$ cat src/hdl/hbc_pkg.sv
// Types, constants and table functions for the header block codec.
package hbc_pkg;

  localparam int unsigned WORD_BITS = 25;
  localparam int unsigned LEN_BITS  = 17;
  localparam int unsigned FEC_BITS  = 5;
  localparam int unsigned FIX_BITS  = 2;

  typedef logic [WORD_BITS-1:0] word_t;
  typedef logic [LEN_BITS-1:0]  len_t;
  typedef logic [FEC_BITS-1:0]  syn_t;
  typedef logic [FIX_BITS-1:0]  fix_t;

  localparam logic ACT_ENCODE = 1'b0;
  localparam logic ACT_DECODE = 1'b1;

  localparam logic STATUS_OK   = 1'b0;
  localparam logic STATUS_FAIL = 1'b1;

  localparam word_t CHECK_ROW0 = 25'h001FFF0;
  localparam word_t CHECK_ROW1 = 25'h07E1FE8;
  localparam word_t CHECK_ROW2 = 25'h18E61E4;
  localparam word_t CHECK_ROW3 = 25'h1B6A662;
  localparam word_t CHECK_ROW4 = 25'h0D3CAA1;

  typedef struct packed {
    word_t pattern;
    fix_t  weight;
  } fix_entry_t;

  // Error pattern and its weight for each syndrome.
  function automatic fix_entry_t fix_lookup(input syn_t syn);
    fix_entry_t e;
    unique case (syn)
      5'd0:  e = '{25'h0000000, 2'd0};
      5'd1:  e = '{25'h0000001, 2'd1};
      5'd2:  e = '{25'h0000002, 2'd1};
      5'd3:  e = '{25'h0800004, 2'd2};
      5'd4:  e = '{25'h0000004, 2'd1};
      5'd5:  e = '{25'h0800002, 2'd2};
      5'd6:  e = '{25'h1000000, 2'd1};
      5'd7:  e = '{25'h0800000, 2'd1};
      5'd8:  e = '{25'h0000008, 2'd1};
      5'd9:  e = '{25'h0400000, 2'd1};
      5'd10: e = '{25'h0200000, 2'd1};
      5'd11: e = '{25'h0100000, 2'd1};
      5'd12: e = '{25'h0080000, 2'd1};
      5'd13: e = '{25'h1100000, 2'd2};
      5'd14: e = '{25'h0040000, 2'd1};
      5'd15: e = '{25'h0020000, 2'd1};
      5'd16: e = '{25'h0000010, 2'd1};
      5'd17: e = '{25'h0010000, 2'd1};
      5'd18: e = '{25'h0804000, 2'd2};
      5'd19: e = '{25'h0008000, 2'd1};
      5'd20: e = '{25'h0808000, 2'd2};
      5'd21: e = '{25'h0004000, 2'd1};
      5'd22: e = '{25'h0002000, 2'd1};
      5'd23: e = '{25'h1010000, 2'd2};
      5'd24: e = '{25'h0001000, 2'd1};
      5'd25: e = '{25'h0000800, 2'd1};
      5'd26: e = '{25'h0000400, 2'd1};
      5'd27: e = '{25'h0000200, 2'd1};
      5'd28: e = '{25'h0000100, 2'd1};
      5'd29: e = '{25'h0000080, 2'd1};
      5'd30: e = '{25'h0000040, 2'd1};
      5'd31: e = '{25'h0000020, 2'd1};
      default: e = '{25'h0000000, 2'd0};
    endcase
    return e;
  endfunction

  // Bit reversal of the length field.
  function automatic len_t flip_len(input len_t x);
    len_t r;
    for (int i = 0; i < LEN_BITS; i++) begin
      r[i] = x[LEN_BITS-1-i];
    end
    return r;
  endfunction

endpackage

$ cat src/hdl/hbc_req_if.sv
// Request channel of the header block codec.
interface hbc_req_if;
  logic           valid;
  logic           ready;
  logic           action;
  hbc_pkg::word_t received_word;
  hbc_pkg::len_t  length_to_encode;

  modport source (output valid, action, received_word, length_to_encode, input ready);
  modport sink (input valid, action, received_word, length_to_encode, output ready);
endinterface

$ cat src/hdl/hbc_rsp_if.sv
// Response channel of the header block codec.
interface hbc_rsp_if;
  logic           valid;
  logic           ready;
  hbc_pkg::word_t code_word;
  hbc_pkg::len_t  decoded_length;
  hbc_pkg::fix_t  bits_corrected;
  logic           status;

  modport source (output valid, code_word, decoded_length, bits_corrected, status,
                  input ready);
  modport sink (input valid, code_word, decoded_length, bits_corrected, status,
                output ready);
endinterface

$ cat src/hdl/header_block_code_codec.sv
// Top level of the (25,20) header block codec, a three-stage pipeline.
// Throughput is one word per cycle; a stalled response holds the output stage,
// and earlier stages move on only when the next stage is empty or moving on.
// Stages are body formation, syndrome, then pattern lookup and correction.
// Reset (synchronous, active high) clears the stage valid bits only.
module header_block_code_codec (
  input  logic      clk,
  input  logic      rst,
  hbc_req_if.sink   req,
  hbc_rsp_if.source rsp
);

  logic           v1, v2, v3;
  logic           adv1, adv2, adv3;
  logic           act1, act2;
  hbc_pkg::word_t body1, body2;
  hbc_pkg::syn_t  syn2;

  hbc_pkg::word_t     body_next;
  hbc_pkg::syn_t      syn_next;
  hbc_pkg::fix_entry_t fix;
  hbc_pkg::word_t     fixed_word;
  hbc_pkg::word_t     code_word_next;
  hbc_pkg::len_t      length_next;
  hbc_pkg::fix_t      bits_next;
  logic               status_next;

  hbc_pkg::word_t code_word;
  hbc_pkg::len_t  decoded_length;
  hbc_pkg::fix_t  bits_corrected;
  logic           status;

  assign adv3      = !v3 || rsp.ready;
  assign adv2      = !v2 || adv3;
  assign adv1      = !v1 || adv2;
  assign req.ready = adv1;

  always_comb begin
    if (req.action == hbc_pkg::ACT_ENCODE) begin
      body_next = {3'b000, hbc_pkg::flip_len(req.length_to_encode),
                   {hbc_pkg::FEC_BITS{1'b0}}};
    end else begin
      body_next = {3'b000, req.received_word[21:0]};
    end
  end

  always_comb begin
    syn_next[4] = ^(body1 & hbc_pkg::CHECK_ROW0);
    syn_next[3] = ^(body1 & hbc_pkg::CHECK_ROW1);
    syn_next[2] = ^(body1 & hbc_pkg::CHECK_ROW2);
    syn_next[1] = ^(body1 & hbc_pkg::CHECK_ROW3);
    syn_next[0] = ^(body1 & hbc_pkg::CHECK_ROW4);
  end

  always_comb begin
    fix        = hbc_pkg::fix_lookup(syn2);
    fixed_word = body2 ^ fix.pattern;
    if (act2 == hbc_pkg::ACT_ENCODE) begin
      code_word_next = body2 | {20'd0, syn2};
      length_next    = '0;
      bits_next      = '0;
      status_next    = hbc_pkg::STATUS_OK;
    end else if (|fix.pattern[24:22]) begin
      code_word_next = '0;
      length_next    = '0;
      bits_next      = '0;
      status_next    = hbc_pkg::STATUS_FAIL;
    end else begin
      code_word_next = fixed_word;
      length_next    = hbc_pkg::flip_len(fixed_word[21:5]);
      bits_next      = fix.weight;
      status_next    = hbc_pkg::STATUS_OK;
    end
  end

  always_ff @(posedge clk) begin
    if (rst) begin
      v1 <= 1'b0;
      v2 <= 1'b0;
      v3 <= 1'b0;
    end else begin
      if (adv1) v1 <= req.valid;
      if (adv2) v2 <= v1;
      if (adv3) v3 <= v2;
    end
  end

  always_ff @(posedge clk) begin
    if (adv1) begin
      act1  <= req.action;
      body1 <= body_next;
    end
    if (adv2) begin
      act2  <= act1;
      body2 <= body1;
      syn2  <= syn_next;
    end
    if (adv3) begin
      code_word      <= code_word_next;
      decoded_length <= length_next;
      bits_corrected <= bits_next;
      status         <= status_next;
    end
  end

  assign rsp.valid          = v3;
  assign rsp.code_word      = code_word;
  assign rsp.decoded_length = decoded_length;
  assign rsp.bits_corrected = bits_corrected;
  assign rsp.status         = status;

endmodule

$ cat src/flat_wrapper.sv
// flat-port wrapper written by rule: the top's interface ports become plain ports
module header_block_code_codec_flat 
  (clk, rst, req_valid, req_action, req_received_word, req_length_to_encode, req_ready, rsp_valid, rsp_code_word, rsp_decoded_length, rsp_bits_corrected, rsp_status, rsp_ready);
  hbc_req_if req_i ();
  hbc_rsp_if rsp_i ();
  input  logic clk;
  input  logic rst;
  input wire logic [$bits(req_i.valid)-1:0] req_valid;
  input wire logic [$bits(req_i.action)-1:0] req_action;
  input wire logic [$bits(req_i.received_word)-1:0] req_received_word;
  input wire logic [$bits(req_i.length_to_encode)-1:0] req_length_to_encode;
  output wire logic [$bits(req_i.ready)-1:0] req_ready;
  output wire logic [$bits(rsp_i.valid)-1:0] rsp_valid;
  output wire logic [$bits(rsp_i.code_word)-1:0] rsp_code_word;
  output wire logic [$bits(rsp_i.decoded_length)-1:0] rsp_decoded_length;
  output wire logic [$bits(rsp_i.bits_corrected)-1:0] rsp_bits_corrected;
  output wire logic [$bits(rsp_i.status)-1:0] rsp_status;
  input wire logic [$bits(rsp_i.ready)-1:0] rsp_ready;
  assign req_i.valid = req_valid;
  assign req_i.action = req_action;
  assign req_i.received_word = req_received_word;
  assign req_i.length_to_encode = req_length_to_encode;
  assign req_ready = req_i.ready;
  assign rsp_valid = rsp_i.valid;
  assign rsp_code_word = rsp_i.code_word;
  assign rsp_decoded_length = rsp_i.decoded_length;
  assign rsp_bits_corrected = rsp_i.bits_corrected;
  assign rsp_status = rsp_i.status;
  assign rsp_i.ready = rsp_ready;
  header_block_code_codec u_core (.clk(clk), .rst(rst), .req(req_i), .rsp(rsp_i));
endmodule
$ cat config.mk
export PLATFORM = sky130hd
export DESIGN_NAME = header_block_code_codec_flat
export DESIGN_NICKNAME = d
export VERILOG_FILES = /design/src/hdl/hbc_pkg.sv /design/src/hdl/hbc_req_if.sv /design/src/hdl/hbc_rsp_if.sv /design/src/hdl/header_block_code_codec.sv /design/src/flat_wrapper.sv
export SDC_FILE = /design/constraint.sdc
export NUM_CORES = 1
export LEC_CHECK = 0
export ABC_CLOCK_PERIOD_IN_PS = 3400
export BUFFER_PORTS_ARGS = -buffer_cell sky130_fd_sc_hd__buf_2
export CAP_MARGIN = 5
export CORE_AREA = 3 3 122 153
export CTS_BUF_LIST = sky130_fd_sc_hd__clkbuf_16
export CTS_CLUSTER_DIAMETER = 40
export DETAILED_ROUTE_END_ITERATION = 6
export DIE_AREA = 0 0 125 156
export PLACE_DENSITY_LB_ADDON = 0.15
export SETUP_SLACK_MARGIN = 0.4
export SLEW_MARGIN = 10
export SYNTH_ARGS = -nofsm -noshare
export SYNTH_HDL_FRONTEND = slang
export SYNTH_SLANG_ARGS = --single-unit
$ cat constraint.sdc
create_clock -name clk -period 3.4 [get_ports clk]
set_input_delay 0.68 -clock clk [delete_from_list [all_inputs] [get_ports clk]]
set_output_delay 0.68 -clock clk [all_outputs]
set_load 0.005 [all_outputs]
==> flow_summary.json, run 1 <==
{
  "status": "complete, no violations",
  "synth_top_area_share_pct": 55.7,
  "fin_crit_sh_pct": 77.8,
  "ir_drop_mv": 0.428,
  "synthArstFlopShare_pct": 0,
  "grt_pass1_wl_um": 15700,
  "worstMarginPinSlew_ps": 733,
  "drtPass1Iterations": 4,
  "clk_latency_ps": 410,
  "htreeDepth": 4,
  "cts_made_buffers": 17,
  "antenna_found_initial": 0,
  "num_rows": 54,
  "routed_wl_um": 9660,
  "timing.final.crit_period_ps": 2650,
  "drc_errors": 0,
  "place_area_sq_um": 5930,
  "drt_iter0_markers": 130,
  "yosys_warnings": 0,
  "drive_gt1_share_pct": 32.6,
  "fp.dieH_um": 156,
  "grt_pass1_vias": 3047,
  "synth_edf_count": 96,
  "p_leak_nw": 2.73,
  "synth.most_common_cell": "edfxtp_1",
  "dieArea_sq_um": 19500,
  "cts.sinks": 126,
  "cts_tree": "yes",
  "post_drt_wl_per_cell_um": 13.6,
  "hpwl_um": 7110,
  "port_buffers": 90,
  "clock_path_buffers": 2,
  "overflow": 0,
  "power.internal_mw": 4.08,
  "cp_max_fo": 11,
  "avgViaCountPerCell": 4.13,
  "clk_pin_slew_ps": 60,
  "switching_share_pct": 28.7,
  "crit_type": "reg -> reg",
  "p_per_area_nw_per_um2": 870,
  "hold_path_class": "reg -> reg",
  "grt_max_degree": 40,
  "ys_top_cells_by_count": "edfxtp_1 (96), xnor2_1 (48), nor2_1 (36)",
  "power.share.combinational_pct": 27.1,
  "io_pins": 94,
  "globalRouteTotalUtil_pct": 10.3,
  "netSwitchingPower_mw": 1.64,
  "synth_area_per_cell_sq_um": 14.2,
  "diodes": 0,
  "setup_viol": 0,
  "fmax_mhz": 378,
  "cts_resized": 0,
  "setup_tns_ps": 0,
  "fp.dieW_um": 125,
  "cp_data_arrival_time_ps": 2950,
  "ant_nets": 0,
  "crit_path_start_kind": "register",
  "synth_area_leader_cell": "edfxtp_1",
  "syn_area_sq_um": 5180,
  "initial_core_util_pct": 29.7,
  "synth_seq_area_share_pct": 67.3,
  "hold_viol_final": 0,
  "required_ps": 3700,
  "slew-limit-headroom_pct": 50.8,
  "vias": 2930,
  "slew_violations": 0,
  "cts_hold_buf": 0,
  "pwr-share-seq_pct": 38.8,
  "cts_setup_buffers": 0,
  "synth_top_cells_by_area": "edfxtp_1 (56%), dfxtp_1 (12%), xnor2_1 (8.1%)",
  "cts_root_buffer": "clkbuf_16",
  "grt_setup_unrepaired": "no",
  "skew_ps": 6.56,
  "final_nets": 525,
  "place_congestion": 0.815,
  "ys_ff_latch": 126,
  "stdcell_area_sq_um": 6570,
  "design.core.area_sq_um": 17400,
  "end_kind": "register",
  "p_clk_share_pct": 34.2,
  "synth_flop_cell": "edfxtp_1",
  "area_growth_pct": 26.9,
  "cap_violations": 0,
  "synth_cell_types": 39,
  "postSynthCellCount": 365
}
layout make-up:
class	instances	area, sq um
inverters	22	85.1
repair buffers	99	518
flip-flops and latches	126	3480
fillers	1737	10900
multi-input cells	206	1560
well taps	224	280
clock inverters	15	220
clock buffers	17	425
kinds of logic after synthesis:
group,after synthesis,synth area share [%]
flip-flops,126,67.3
AND/OR/NAND/NOR,80,7.49
XOR/XNOR,58,11.2
AO/OA/AOI/OAI,35,4.25
buffers and inverters,35,2.73
multiplexers,24,5.56
adder cells (fa/ha/maj),6,1.45
other,1,0.0724
placed cells by master (no fill, tap or decap), types with 2 or more instances in the layout:
cell type	n
mux2_2	18
mux2i_1	4
xor2_1	3
a31oi_1	2
clkinvlp_4	4
nor2b_1	3
buf_2	90
xnor3_1	3
edfxtp_1	96
nand2_1	11
xnor2_1	48
clkinv_2	2
and3_1	9
conb_1	3
nor3_1	4
clkinv_4	2
clkbuf_16	17
bufinv_16	5
a21oi_1	4
and2_1	10
ha_1	6
o22ai_1	24
dfxtp_1	30
buf_4	9
xnor2_2	3
nor2_1	36
inv_1	20
or2_1	2
through the flow:
stage / total power, mW / hold slack, ps / setup slack (ps) / std cells / utilization [%]
2_1_floorplan: 3.33 / 400 / 523 / 367 / -
3_3_place_gp: 3.80 / 406 / 590 / 677 / 34.0
3_5_place_dp: 3.82 / 409 / 530 / 677 / 34.0
4_1_cts: 5.80 / 425 / 690 / 709 / 37.7
5_1_grt: 6.06 / 450 / 532 / 709 / 37.7
6_report: 5.72 / 424 / 754 / 709 / 37.7
power by group through the flow:
stage | sequential (mW) | clock (mW) | combinational [mW]
2_1_floorplan | 2.24 | 0 | 1.08
3_3_place_gp | 2.26 | 0 | 1.55
3_5_place_dp | 2.26 | 0 | 1.56
4_1_cts | 2.23 | 2.00 | 1.57
5_1_grt | 2.26 | 2.06 | 1.74
6_report | 2.22 | 1.95 | 1.55
critical path, cell delays in order, from the launching register on:
cell and delay (ps):
edfxtp_1 420, xnor2_1 190, xnor2_1 350, xnor2_1 130, xnor2_1 330, a21o_1 420, mux4_2 540, and2_1 160
state kept, by name (all words and copies together) (netlist names):
name	count
u_core.act1	1
u_core.rsp.code_word	25
u_core.rsp.status	1
u_core.rsp.valid	1
u_core.v2	1
u_core.syn2	5
u_core.rsp.bits_corrected	2
u_core.act2	1
u_core.rsp.decoded_length	17
u_core.fix	27
u_core.body2	22
u_core.v1	1
u_core.body1	22
layer usage:
metal | global-route usage (%) | vias to the layer above | part of all wire, %
met2 | 17.9 | 70 | 51
li1 | - | 1501 | -
met5 | 0 | - | 0
met4 | 4.60 | 0 | 2.0
met1 | 11.8 | 1344 | 42
met3 | 2.84 | 15 | 4.7
final timing paths:
kind / startpoint / end / slack, ps / cells past startpoint
worst max-delay path: u_core.body1[11] / u_core.fix[25] / 750 / 7
worst min-delay path: u_core.act1 / u_core.act2 / 420 / 0
worst max register to register: u_core.body1[11] / u_core.fix[25] / 750 / 7
worst min register to register: u_core.act1 / u_core.act2 / 420 / 0
No activity file was read; power rests on OpenSTA's default activity.
==> inputs of run 2 (changes only) <==
- ABC_AREA: default -> 1
- ABC_CLOCK_PERIOD_IN_PS: 3400 -> 2700
- CORE_AREA: 3 3 122 153 -> 3 3 127 159
- DIE_AREA: 0 0 125 156 -> 0 0 130 162
- clock period: 3.4 -> 2.7 ns (I/O delays scaled with it)
==> run 2 against run 1 <==
First-iteration DRC count rose by 35%. Clock power increased by 19%. Largest cell class unchanged. Total power up 13%. Synthesized cell count rose by 45%. Global-route usage rose by 1.3 points.
==> flow_summary.json, run 2 <==
{
  "ys_ff_latch": 126,
  "setup_viol": 0,
  "cts.sinks": 126,
  "globalRouteTotalUtil_pct": 11.6,
  "cts_tree": "yes",
  "cts_made_buffers": 17,
  "clock_path_buffers": 2,
  "ant_nets": 0,
  "synthArstFlopShare_pct": 0,
  "yosys_warnings": 0,
  "p_per_area_nw_per_um2": 902,
  "fp.dieH_um": 162,
  "required_ps": 3000,
  "end_kind": "register",
  "final_nets": 701,
  "synth.most_common_cell": "nand2_1",
  "design.core.area_sq_um": 18800,
  "synth_area_per_cell_sq_um": 10.6,
  "slowest_delay_ps": 510,
  "synth_cell_types": 34,
  "crit_chain": "xor2_2 > xnor2_2 > nand3_1 > nand3_2 > nand2_4 > buf_4 > ha_2 > nand3_2 > inv_1 > o21a_1",
  "overflow": 0,
  "area_growth_pct": 27.5,
  "switching_share_pct": 29.4,
  "p_leak_nw": 3.21,
  "hold_path_class": "in -> reg",
  "setup_tns_ps": 0,
  "place_inst": 850,
  "grt_pass1_wl_um": 18700,
  "ir_drop_mv": 0.393,
  "cp_data_arrival_time_ps": 2460,
  "slew_violations": 0,
  "cts_root_buffer": "clkbuf_16",
  "layout_common_cells": "nand2_1 (120), edfxtp_1 (96), buf_2 (90)",
  "skew_ps": 8.33,
  "timing.final.crit_period_ps": 2160,
  "power.share.combinational_pct": 22.5,
  "clk_latency_ps": 410,
  "antenna_found_initial": 0,
  "syn_area_sq_um": 5610,
  "hold_viol_final": 0,
  "io_pins": 94,
  "avgViaCountPerCell": 4.19,
  "htreeDepth": 4,
  "grt_setup_unrepaired": "yes",
  "clk_pin_slew_ps": 60,
  "fin_crit_sh_pct": 80.0,
  "post_drt_wl_per_cell_um": 13.4,
  "initial_core_util_pct": 29.7,
  "status": "complete, no violations",
  "vias": 3744,
  "netSwitchingPower_mw": 1.89,
  "postSynthCellCount": 529,
  "diodes": 0,
  "power.internal_mw": 4.55,
  "fp.dieW_um": 130,
  "slew-limit-headroom_pct": 62.6,
  "p_clk_share_pct": 36.2,
  "stdcell_area_sq_um": 7140,
  "drtPass1Iterations": 4,
  "pwr-share-seq_pct": 41.3,
  "synth_top_area_share_pct": 51.4,
  "stdcell_count": 893,
  "synth_area_leader_cell": "edfxtp_1",
  "fmax_mhz": 463,
  "drc_errors": 0,
  "drt_iter0_markers": 176,
  "cts_hold_buf": 0,
  "drive_gt1_share_pct": 31.8,
  "crit_path_start_kind": "register",
  "grt_max_degree": 47,
  "place_area_sq_um": 6360,
  "largest_register_ffs": 27,
  "grt_pass1_vias": 3685,
  "dieArea_sq_um": 21100,
  "cp_max_fo": 6,
  "synth_flop_cell": "edfxtp_1",
  "ys_top_cells_by_count": "nand2_1 (123), edfxtp_1 (96), inv_1 (56)",
  "fin_total_pwr_mw": 6.44,
  "place_congestion": 0.804,
  "worstMarginPinSlew_ps": 561,
  "crit_path_frequent_cell": "nand3_2",
  "synth_seq_area_share_pct": 62.1,
  "num_rows": 56,
  "crit_type": "reg -> reg",
  "port_buffers": 90,
  "final_common_cell": "nand2_1",
  "synth_top_cells_by_area": "edfxtp_1 (51%), dfxtp_1 (11%), nand2_1 (8.2%)",
  "routed_wl_um": 11900,
  "hpwl_um": 8950,
  "cap_violations": 0,
  "synth_edf_count": 96,
  "slowest_stage": "edfxtp_1"
}
==> run 2: metrics by stage <==
stage / hold slack [ps] / util (%) / setup slack [ps]
floorplan: 400 / - / 416
global placement: 409 / 33.8 / 301
detailed placement: 406 / 33.8 / 271
CTS: 293 / 37.3 / 385
global route: 309 / 37.9 / 361
finish: 311 / 37.9 / 540
==> run 2: final timing paths <==
| path | from | to | slack, ps | cells past startpoint |
|---|---|---|---|---|
| worst min-delay path | rst | u_core.v1 | 310 | 2 |
| worst max-delay path | u_core.body1[15] | u_core.fix[22] | 540 | 10 |
| worst min register to register | u_core.act1 | u_core.act2 | 430 | 0 |
| worst max register to register | u_core.body1[15] | u_core.fix[22] | 540 | 10 |
==> run 2: critical path: cells and delay by family (launching register included) <==
family / cells / cell delay [ps]
DFF: 1 / 510
and+or+nand+nor: 4 / 480
xor gates and xnor gates: 2 / 460
buffers and inverters: 2 / 220
adders and majority gates: 1 / 210
AOI/OAI and AO/OA: 1 / 180
==> run 2: cell families (layout without fill, tap and decap cells) <==
logic type | count (synthesis) | after routing | share of synthesized area, %
flops | 126 | 126 | 62.1
buf+inv | 72 | 202 | 5.31
mux | 17 | 17 | 3.42
xor+xnor | 34 | 34 | 5.45
simple gates | 238 | 238 | 19.1
fa+ha+maj | 6 | 6 | 1.34
other cells | 1 | 3 | 0.0669
compound gates | 35 | 35 | 3.17
==> run 2: timing repair <==
item / CTS / global route
endpoints found under the setup margin: 9 / 11
buffers inserted: 4 / 7
gates resized for setup: 4 / 17
pin swaps: 1 / 8
==> run 2: area by class of cell <==
type	count	area [sq um]
Fill cell	1921	11700
Sequential cell	126	3480
Multi-Input combinational cell	333	1930
Timing Repair Buffer	109	593
Clock buffer	17	425
Tap cell	232	290
Inverter	61	240
Clock inverter	15	184
==> run 2: power groups by stage <==
stage	Combinational (mW)	Clock [mW]	Sequential [mW]
floorplan	0.872	0	2.70
global placement	1.36	0	2.70
detailed placement	1.36	0	2.71
CTS	1.39	2.41	2.67
global route	1.65	2.48	2.70
finish	1.45	2.33	2.66
==> run 2: per-layer routing <==
metal | up-vias | share of wire, % | GRT usage (%)
met1 | 1684 | 42 | 13.8
li1 | 1965 | - | -
met5 | - | 0 | 0
met2 | 81 | 52 | 20.0
met4 | 0 | 2.1 | 4.77
met3 | 14 | 4.0 | 2.73
==> inputs of run 3 (changes only) <==
- ABC_CLOCK_PERIOD_IN_PS: 2700 -> 1750
- clock period: 2.7 -> 1.75 ns (I/O delays scaled with it)
==> run 3 against run 2 <==
The run now ends with negative setup slack left. Critical path type unchanged. Register-to-register slack worse by 800 ps. Total power is 62% higher. Wire length grew 7.0%. Setup slack lost 800 ps. Die area is the same. Critical path depth up 8. Largest power group unchanged. Combinational power increased by 110%. Non-clock buffer count is 52 higher. Global-route usage up 1.2 points. Critical endpoint is now u_core.fix[1]. Largest cell class unchanged. Clock power increased by 44%. Final area up 12%. Sequential share of layout area shrank 5.1 points.
==> flow_summary.json, run 3 (synthesis gave the netlist of run 2 again) <==
{
  "p_per_area_nw_per_um2": 1310,
  "fp.dieW_um": 130,
  "htreeDepth": 4,
  "stdcell_area_sq_um": 7990,
  "drive_gt1_share_pct": 46.3,
  "netSwitchingPower_mw": 3.15,
  "place_inst": 897,
  "grt_use_met3_pct": 2.86,
  "nFillCells": 1788,
  "cts_root_buffer": "clkbuf_16",
  "setup_ws_ps": -258,
  "overflow": 0,
  "fp.dieH_um": 162,
  "drc_errors": 0,
  "clock_path_buffers": 2,
  "violations": "negative setup slack",
  "cp_data_arrival_time_ps": 2320,
  "clk_latency_ps": 410,
  "grtUsageMet1_pct": 14.2,
  "largest_register_ffs": 27,
  "globalRouteTotalUtil_pct": 12.8,
  "final_nets": 755,
  "timing.final.crit_period_ps": 2010,
  "p_clk_share_pct": 32.1,
  "avgViaCountPerCell": 4.21,
  "pwr-share-seq_pct": 39.3,
  "reg2reg_slack_ps": -260,
  "place_ws_ps": -327,
  "final_common_cell": "edfxtp_1",
  "hold_viol_final": 0,
  "grt_setup_unrepaired": "yes",
  "top_usage_layer": "met2",
  "clk_pin_slew_ps": 50,
  "vias": 3989,
  "cts_hold_buf": 0,
  "routed_wl_um": 12800,
  "p_leak_nw": 3.57,
  "stdcell_count": 947,
  "dieArea_sq_um": 21100,
  "grtUsageMet2_pct": 22.9,
  "grt_pass1_vias": 4155,
  "fin_crit_sh_pct": 115,
  "required_ps": 2060,
  "antenna_found_initial": 0,
  "skew_ps": 10.4,
  "slew_violations": 0,
  "port_buffers": 90,
  "post_drt_wl_per_cell_um": 13.5,
  "place_area_sq_um": 6850,
  "layout_common_cells": "edfxtp_1 (96), buf_2 (89), nand2_1 (88)",
  "grt_pass1_wl_um": 20600,
  "grt_max_degree": 47,
  "drt_iter0_markers": 193,
  "fin_total_pwr_mw": 10.4,
  "fmax_mhz": 498,
  "cts_made_buffers": 17,
  "diodes": 0,
  "ir_drop_mv": 0.648,
  "end_kind": "register",
  "power.internal_mw": 7.30,
  "num_rows": 56,
  "power.share.combinational_pct": 28.6,
  "design.core.area_sq_um": 18800,
  "setup_viol": 27,
  "switching_share_pct": 30.1,
  "cp_max_fo": 5,
  "cts.sinks": 126,
  "drtPass1Iterations": 4,
  "place_congestion": 0.811,
  "crit_path_start_kind": "register",
  "initial_core_util_pct": 29.7,
  "crit_type": "reg -> reg",
  "fin_util_pct": 42.4,
  "hold_path_class": "in -> reg",
  "ant_nets": 0,
  "io_pins": 94,
  "hpwl_um": 9510,
  "cap_violations": 0,
  "cts_tree": "yes",
  "status": "finished, violations left",
  "area_growth_pct": 42.6
}
[run 3: stage by stage]
stage                     TNS [ps]  hold WS [ps]
after floorplan              -2120           400
after global routing         -8870           112
after detailed placement     -6420           440
after CTS                    -5110          92.2
final                        -4490           119
after global placement       -6380           423
[run 3: layout make-up]
| type | count | area [sq um] | share of cell area (%) |
|---|---|---|---|
| clock inverter | 13 | 97.6 | 1.22 |
| sequential | 126 | 3490 | 43.6 |
| tap | 232 | 290 | 3.63 |
| inverter | 61 | 260 | 3.26 |
| timing repair buffer | 161 | 1060 | 13.3 |
| clock buffer | 19 | 475 | 5.95 |
| multi-input combinational | 335 | 2320 | 29.0 |
[run 3: critical path, cell delays in order, from the launching register on]
cell      delay, ps
edfxtp_1        450
nand2_1         150
nand2_2          70
inv_1            60
nand2_1          60
nand2_2          90
inv_2            40
nand2_2          80
nand2_2          50
nand2_2          80
nand3_4          90
nand2_8         120
inv_6            40
ha_4            270
nand3_2          60
nand3_2          70
nand2_2          50
nand2_1          50
inv_1            30
[run 3: final timing paths]
path / startpoint / to / cells past startpoint
max: u_core.body1[17] / u_core.fix[1] / 18
min: rst / u_core.rsp.valid / 2
max reg2reg: u_core.body1[17] / u_core.fix[1] / 18
min reg2reg: u_core.act1 / u_core.act2 / 0
[run 3: layer usage]
layer  up-vias  routed length (um)
met5         -                   0
met4         0                 358
li1       2083                   -
met3        21                 393
met2        70                6990
met1      1815                5040
[run 3: power by group through the flow]
| stage | Sequential [mW] | Combinational (mW) | Clock [mW] |
|---|---|---|---|
| floorplan | 4.16 | 1.46 | 0 |
| global placement | 4.16 | 2.53 | 0 |
| detailed placement | 4.17 | 2.53 | 0 |
| CTS | 4.11 | 2.80 | 3.45 |
| global route | 4.16 | 3.33 | 3.59 |
| finish | 4.10 | 2.99 | 3.35 |
[run 3: timing repair]
item / CTS / global route
pin swaps: 19 / 13
setup endpoints to repair: 57 / 73
cloned: 1 / 1
gates resized for setup: 63 / 53
setup buffers: 11 / 5
